<file path="config.mk">
export PLATFORM = sky130hd
export DESIGN_NAME = rwf_seq
export DESIGN_NICKNAME = d
export VERILOG_FILES = /design/src/sv/rwf_pkg.sv /design/src/sv/rwf_seq.sv
export SDC_FILE = /design/constraint.sdc
export NUM_CORES = 1
export LEC_CHECK = 0
export BUFFER_PORTS_ARGS = -buffer_cell sky130_fd_sc_hd__buf_2
export CORE_UTILIZATION = 55
export CTS_CLUSTER_SIZE = 8
export DETAILED_ROUTE_END_ITERATION = 10
export GPL_ROUTABILITY_DRIVEN = 0
export PLACE_DENSITY_LB_ADDON = 0.05
export SKIP_LAST_GASP = 1
export SLEW_MARGIN = 20
export SYNTH_ARGS = -nofsm -noshare
export SYNTH_HDL_FRONTEND = slang
export SYNTH_SLANG_ARGS = --single-unit
</file>
<file path="constraint.sdc">
create_clock -name clk -period 6.7 [get_ports clk]
set_input_delay 1.34 -clock clk [delete_from_list [all_inputs] [get_ports clk]]
set_output_delay 1.34 -clock clk [all_outputs]
set_load 0.01 [all_outputs]
</file>
<file path="src/sv/rwf_pkg.sv">
// ----------------------------------------------------------------------------
// rwf_pkg
// Word types, command codes and register indexes of the window fetch block.
// ----------------------------------------------------------------------------
package rwf_pkg;

  // Command codes
  localparam logic CMD_WRITE = 1'b0;
  localparam logic CMD_QUERY = 1'b1;

  // Configuration register indexes
  localparam logic [1:0] REG_ROW_COUNT    = 2'd0;
  localparam logic [1:0] REG_COLUMN_COUNT = 2'd1;
  localparam logic [1:0] REG_WINDOW_HALF  = 2'd2;

  localparam int CFG_DATA_BITS = 9;

  typedef struct packed {
    logic               command;
    logic [7:0]         row;
    logic [7:0]         column;
    logic signed [15:0] pixel_value;
  } in_word_t;

  typedef struct packed {
    logic signed [15:0] window_value;
    logic               is_outside;
    logic               last_of_window;
  } out_word_t;

  // One window position issued by the sequencer
  typedef struct packed {
    logic valid;
    logic outside;
    logic last;
  } issue_t;

  typedef enum logic [1:0] {
    SEQ_IDLE = 2'b01,
    SEQ_RUN  = 2'b10
  } seq_state_t;

endpackage

</file>
<file path="src/sv/rwf_seq.sv">
// ----------------------------------------------------------------------------
// rwf_seq
// Configuration registers, write decode and the window position sequencer.
// ----------------------------------------------------------------------------
module rwf_seq #(
  parameter int MAX_ROWS        = 256,
  parameter int MAX_COLUMNS     = 256,
  parameter int MAX_WINDOW_HALF = 3,
  parameter int ROW_BITS        = 8,
  parameter int COL_BITS        = 8,
  parameter int PIX_BITS        = 16
) (
  input  logic                                 clk,
  input  logic                                 rst_n,
  input  logic                                 cfg_write_en,
  input  logic [1:0]                           cfg_index,
  input  logic [rwf_pkg::CFG_DATA_BITS-1:0]    cfg_data,
  input  logic                                 in_valid,
  input  rwf_pkg::in_word_t                    in_data,
  output logic                                 in_stall,
  input  logic                                 advance,
  output rwf_pkg::issue_t                      issue,
  output logic                                 rd_en,
  output logic [ROW_BITS+COL_BITS-1:0]         rd_addr,
  output logic                                 wr_en,
  output logic [ROW_BITS+COL_BITS-1:0]         wr_addr,
  output logic [PIX_BITS-1:0]                  wr_data
);

  localparam int HW = (MAX_WINDOW_HALF > 1) ? $clog2(MAX_WINDOW_HALF + 1) : 1;
  localparam int CW = HW + 1;

  logic [8:0]            row_count_r;
  logic [8:0]            column_count_r;
  logic [1:0]            window_half_r;

  rwf_pkg::seq_state_t   state_r, state_nxt;
  logic [7:0]            crow_r, crow_nxt;
  logic [7:0]            ccol_r, ccol_nxt;
  logic [HW-1:0]         half_r, half_nxt;
  logic [CW-1:0]         i_r, i_nxt;
  logic [CW-1:0]         j_r, j_nxt;

  logic [12:0]           rows_eff;
  logic [12:0]           cols_eff;
  logic [HW-1:0]         half_eff;
  logic [CW-1:0]         span;
  logic                  accept;
  logic signed [13:0]    pos_row;
  logic signed [13:0]    pos_col;
  logic                  row_in;
  logic                  col_in;
  logic [12:0]           wr_row_x;
  logic [12:0]           wr_col_x;

  // Configuration
  always_ff @(posedge clk) begin
    if (!rst_n) begin
      row_count_r    <= 9'd256;
      column_count_r <= 9'd256;
      window_half_r  <= 2'd1;
    end else if (cfg_write_en) begin
      unique case (cfg_index)
        rwf_pkg::REG_ROW_COUNT:    row_count_r    <= cfg_data;
        rwf_pkg::REG_COLUMN_COUNT: column_count_r <= cfg_data;
        rwf_pkg::REG_WINDOW_HALF:  window_half_r  <= cfg_data[1:0];
        default: ;
      endcase
    end
  end

  assign rows_eff = (13'(row_count_r) > 13'(MAX_ROWS)) ? 13'(MAX_ROWS) : 13'(row_count_r);
  assign cols_eff = (13'(column_count_r) > 13'(MAX_COLUMNS)) ?
                    13'(MAX_COLUMNS) : 13'(column_count_r);
  assign half_eff = (4'(window_half_r) > 4'(MAX_WINDOW_HALF)) ?
                    HW'(MAX_WINDOW_HALF) : HW'(window_half_r);

  assign in_stall = (state_r == rwf_pkg::SEQ_RUN);
  assign accept   = in_valid && !in_stall;

  // Pixel writes go straight to the store; drop those beyond the raster
  assign wr_row_x = 13'(in_data.row);
  assign wr_col_x = 13'(in_data.column);
  assign wr_en    = accept && (in_data.command == rwf_pkg::CMD_WRITE) &&
                    (wr_row_x < rows_eff) && (wr_col_x < cols_eff);
  assign wr_addr  = {wr_row_x[ROW_BITS-1:0], wr_col_x[COL_BITS-1:0]};
  assign wr_data  = in_data.pixel_value[PIX_BITS-1:0];

  // Shared position unit: centre plus offset, then bounds compare
  assign pos_row = $signed({6'd0, crow_r}) + $signed(14'(i_r)) - $signed(14'(half_r));
  assign pos_col = $signed({6'd0, ccol_r}) + $signed(14'(j_r)) - $signed(14'(half_r));
  assign row_in  = (pos_row >= 14'sd0) && (pos_row < $signed({1'b0, rows_eff}));
  assign col_in  = (pos_col >= 14'sd0) && (pos_col < $signed({1'b0, cols_eff}));
  assign span    = {half_r, 1'b0};

  assign issue.valid   = (state_r == rwf_pkg::SEQ_RUN);
  assign issue.outside = !(row_in && col_in);
  assign issue.last    = (i_r == span) && (j_r == span);

  assign rd_en   = issue.valid && advance;
  assign rd_addr = {pos_row[ROW_BITS-1:0], pos_col[COL_BITS-1:0]};

  always_comb begin
    state_nxt = state_r;
    crow_nxt  = crow_r;
    ccol_nxt  = ccol_r;
    half_nxt  = half_r;
    i_nxt     = i_r;
    j_nxt     = j_r;
    unique case (state_r)
      rwf_pkg::SEQ_IDLE: begin
        if (accept && (in_data.command == rwf_pkg::CMD_QUERY)) begin
          state_nxt = rwf_pkg::SEQ_RUN;
          crow_nxt  = in_data.row;
          ccol_nxt  = in_data.column;
          half_nxt  = half_eff;
          i_nxt     = '0;
          j_nxt     = '0;
        end
      end
      rwf_pkg::SEQ_RUN: begin
        // advance one position each time the output stage takes a word
        if (advance) begin
          if (j_r == span) begin
            j_nxt = '0;
            if (i_r == span) begin
              state_nxt = rwf_pkg::SEQ_IDLE;
            end else begin
              i_nxt = i_r + CW'(1);
            end
          end else begin
            j_nxt = j_r + CW'(1);
          end
        end
      end
      default: state_nxt = rwf_pkg::SEQ_IDLE;
    endcase
  end

  always_ff @(posedge clk) begin
    if (!rst_n) begin
      state_r <= rwf_pkg::SEQ_IDLE;
    end else begin
      state_r <= state_nxt;
    end
  end

  always_ff @(posedge clk) begin
    crow_r <= crow_nxt;
    ccol_r <= ccol_nxt;
    half_r <= half_nxt;
    i_r    <= i_nxt;
    j_r    <= j_nxt;
  end

endmodule

</file>
==> results by group <==
Pwr
  – Pwr Total: ~730 µW
  – Pwr Density: 191 nW/µm²
  – Leakage: 1.78 nW
  – Peak supply drop: 0.105 mV

Clock tree
  – Clock root cell: clkbuf_8
  – Worst-case clock buffer depth: 2
  – Hold buffer count at CTS: 0
  – CTS tree: yes
  – Worst-skew pair later-pin latency: 300 ps
  – Clock sink count: 46
  – H-tree levels: 2
  – # Post-CTS Setup Buffers: 0
  – Total CTS buffers: 5
  – Clock-pin transition on the worst setup and hold timing paths: 90 ps
  – Post_cts resized: 0

Cells and area
  – Fillers: 565
  – Nets: 513
  – Final Util: 63.2%
  – Cell area after layout: roughly 3800 µm²
  – Area growth syn-to-layout: 8.09%
  – Share of layout cells above drive strength 1: 20.2%
  – ANT cells: 0

STA
  – RSZ-0062 raised after global routing: false
  – Tcrit/Tclk final: 85.9%
  – Final worst slack: between 900 and 1000 ps
  – Setup TNS: 0 ps
  – Fmax: 174 MHz
  – Worst Skew: 5.56 ps
  – Slew headroom: between 20 and 30%
  – Max Slew Vio Count: 0
  – Final number of setup-violating endpoints: 0
  – Final hold vios: 0
  – Final Critical Period: 5760 ps
  – Slew @ Worst Pin: approximately 1100 ps

Logic synthesis
  – Post-synthesis net count: 474
  – Warnings, synthesis: 0
  – Synth unique cells: 48
  – Largest area contributor in the synthesized netlist: edfxtp_1
  – Most frequent cell after synthesis: ha_1
  – Syn Inst Count: 365
  – Seq cells post-synth: 46
  – Asr flop ratio synth: 0%
  – Register area share after synthesis: 32.8%
  – Commonest cells post-synth: 56 x ha_1, 36 x inv_1, 33 x buf_4
  – Post-Synthesis Mean Instance Area: 9.71 µm²
  – Top_reg_cell synth: edfxtp_1
  – Number of synthesized flops with an enable pin: 24
  – Top cells by area, synth: edfxtp_1 20%, ha_1 20%, dfxtp_1 12%
  – Synth Cell Area: 3540 µm²
  – Yosys top cell area share: roughly 20%

Global routing
  – GR Util All Layers: approximately 23%
  – Global-route wire length before repair: 11600 µm
  – Largest net degree at the start of global routing: 23
  – GRT overflow: 0
  – Initial antenna violation count: 0
  – Vias in the first global route: 2558

Detailed routing
  – DR pass1 iterations: 4
  – Final wirelength: 7130 µm
  – DRC: 0
  – WL per Instance: 14.8 µm
  – DR vias/cell: 5.30
  – Initial DRC Count: 58
  – Post-route ant nets: 0
  – Vias: around 2500

Worst setup path
  – CP endpoint kind: primary output
  – Worst EP arrival: roughly 4400 ps
  – Kind of critical path: register to primary output
  – Critical Path RT: between 5000 and 6000 ps
  – Max Fanout on Critical Path: 4
  – Critical path launch point type: register

Die
  – Starting Density: between 50% and 60%
  – Row count: 28
  – Die area: 6770 µm²
  – Die W: between 80 and 90 µm
  – Area of the core: ~6100 µm²
  – IO Pins: between 100 and 150
  – Die Y: 82.3 µm

Place
  – Dpl hpwl: 5780 µm
  – Cell Area, Placed: 3720 µm²
  – Worst slack, placed: 1260 ps
  – Number of port buffers: 70

Worst hold path
  – Hold Path Class: register to register

Job
  – Max Cap Viol: 0

Outcome
  – Status: completed
area by class of cell:
class | instances | area [µm²] | share of cell area, %
Clock inverter | 1 | 30.0 | 0.784
Clock buffer | 7 | 76.3 | 1.99
Sequential cell | 46 | 1160 | 30.3
Tap cell | 75 | 93.8 | 2.45
Inverter | 37 | 139 | 3.63
Multi-Input combinational cell | 244 | 1980 | 51.7
Timing Repair Buffer | 70 | 350 | 9.15
path summary, 6_finish.rpt:
kind	start	to	slack, ps	cells past startpoint
worst max-delay path	half_r[1]	issue[1]	940	14
worst min-delay path	half_eff[0]	half_r[0]	440	0
worst max register to register	state_r[1]	i_r[2]	4790	3
worst min register to register	half_eff[0]	half_r[0]	440	0
worst max-delay path, cell delays in order (launching register included):
cell and delay (ps):
edfxtp_1 510, fa_1 540, inv_1 70, ha_1 320, a211oi_2 180, nor2_1 100, or4_1 430, a31oi_2 240
xor2_1 220, ha_1 270, a21o_1 180, a2111oi_0 410, o211ai_1 150, a221o_2 340, buf_2 140
sequential cells by signal, summed over array words and instances (netlist names):
| signal | flops |
|---|---|
| state_r | 2 |
| row_count_r | 9 |
| half_eff | 2 |
| j_r | 3 |
| half_r | 2 |
| column_count_r | 9 |
| crow_r | 8 |
| ccol_r | 8 |
| i_r | 3 |
cell usage in the layout, fill, tap and decap left out, drive strengths merged, types with 2 or more instances in the layout:
master / netlist / layout
o211ai: 2 / 2
fa: 4 / 4
mux2i: 18 / 18
nand4: 2 / 2
nand2: 21 / 21
a211oi: 6 / 6
nor3b: 3 / 3
o21ai: 14 / 14
nor3: 4 / 4
a21oi: 11 / 11
and2: 3 / 3
nand3b: 2 / 2
inv: 36 / 36
nand3: 3 / 3
nor2b: 20 / 20
a21o: 7 / 7
o21a: 3 / 3
edfxtp: 24 / 24
dfxtp: 22 / 22
nand2b: 3 / 3
a31oi: 3 / 3
clkbuf: 3 / 7
ha: 56 / 56
xor2: 6 / 6
nor2: 24 / 24
buf: 35 / 70
xnor2: 13 / 13
per-layer routing:
layer	part of all wire [%]	GRT usage (%)	wire (µm)
met5	0	0	0
met4	0.91	5.79	65
met2	50	41.2	3550
met3	3.6	4.29	259
met1	46	28.3	3250
metrics by stage:
step | instances | hold slack (ps)
2_1_floorplan | 365 | 408
3_3_place_gp | 472 | 412
3_5_place_dp | 472 | 423
4_1_cts | 480 | 444
5_1_grt | 480 | 454
6_report | 480 | 444
power by group:
part	total [mW]	internal [mW]	leakage (nW)	switching (mW)
sequential	0.315	0.308	0.402	0.00668
combinational	0.206	0.0918	1.32	0.114
clock	0.209	0.112	0.0524	0.0975
total	0.730	0.512	1.78	0.218
cell families after synthesis:
| logic type | count (synthesis) | synth area share, % |
|---|---|---|
| xor+xnor | 19 | 4.70 |
| buf+inv | 75 | 11.5 |
| simple gates | 90 | 12.9 |
| compound gates | 57 | 11.1 |
| mux | 18 | 5.08 |
| flops | 46 | 32.8 |
| fa+ha+maj | 60 | 22.0 |
No activity file was read; power rests on OpenSTA's default activity.
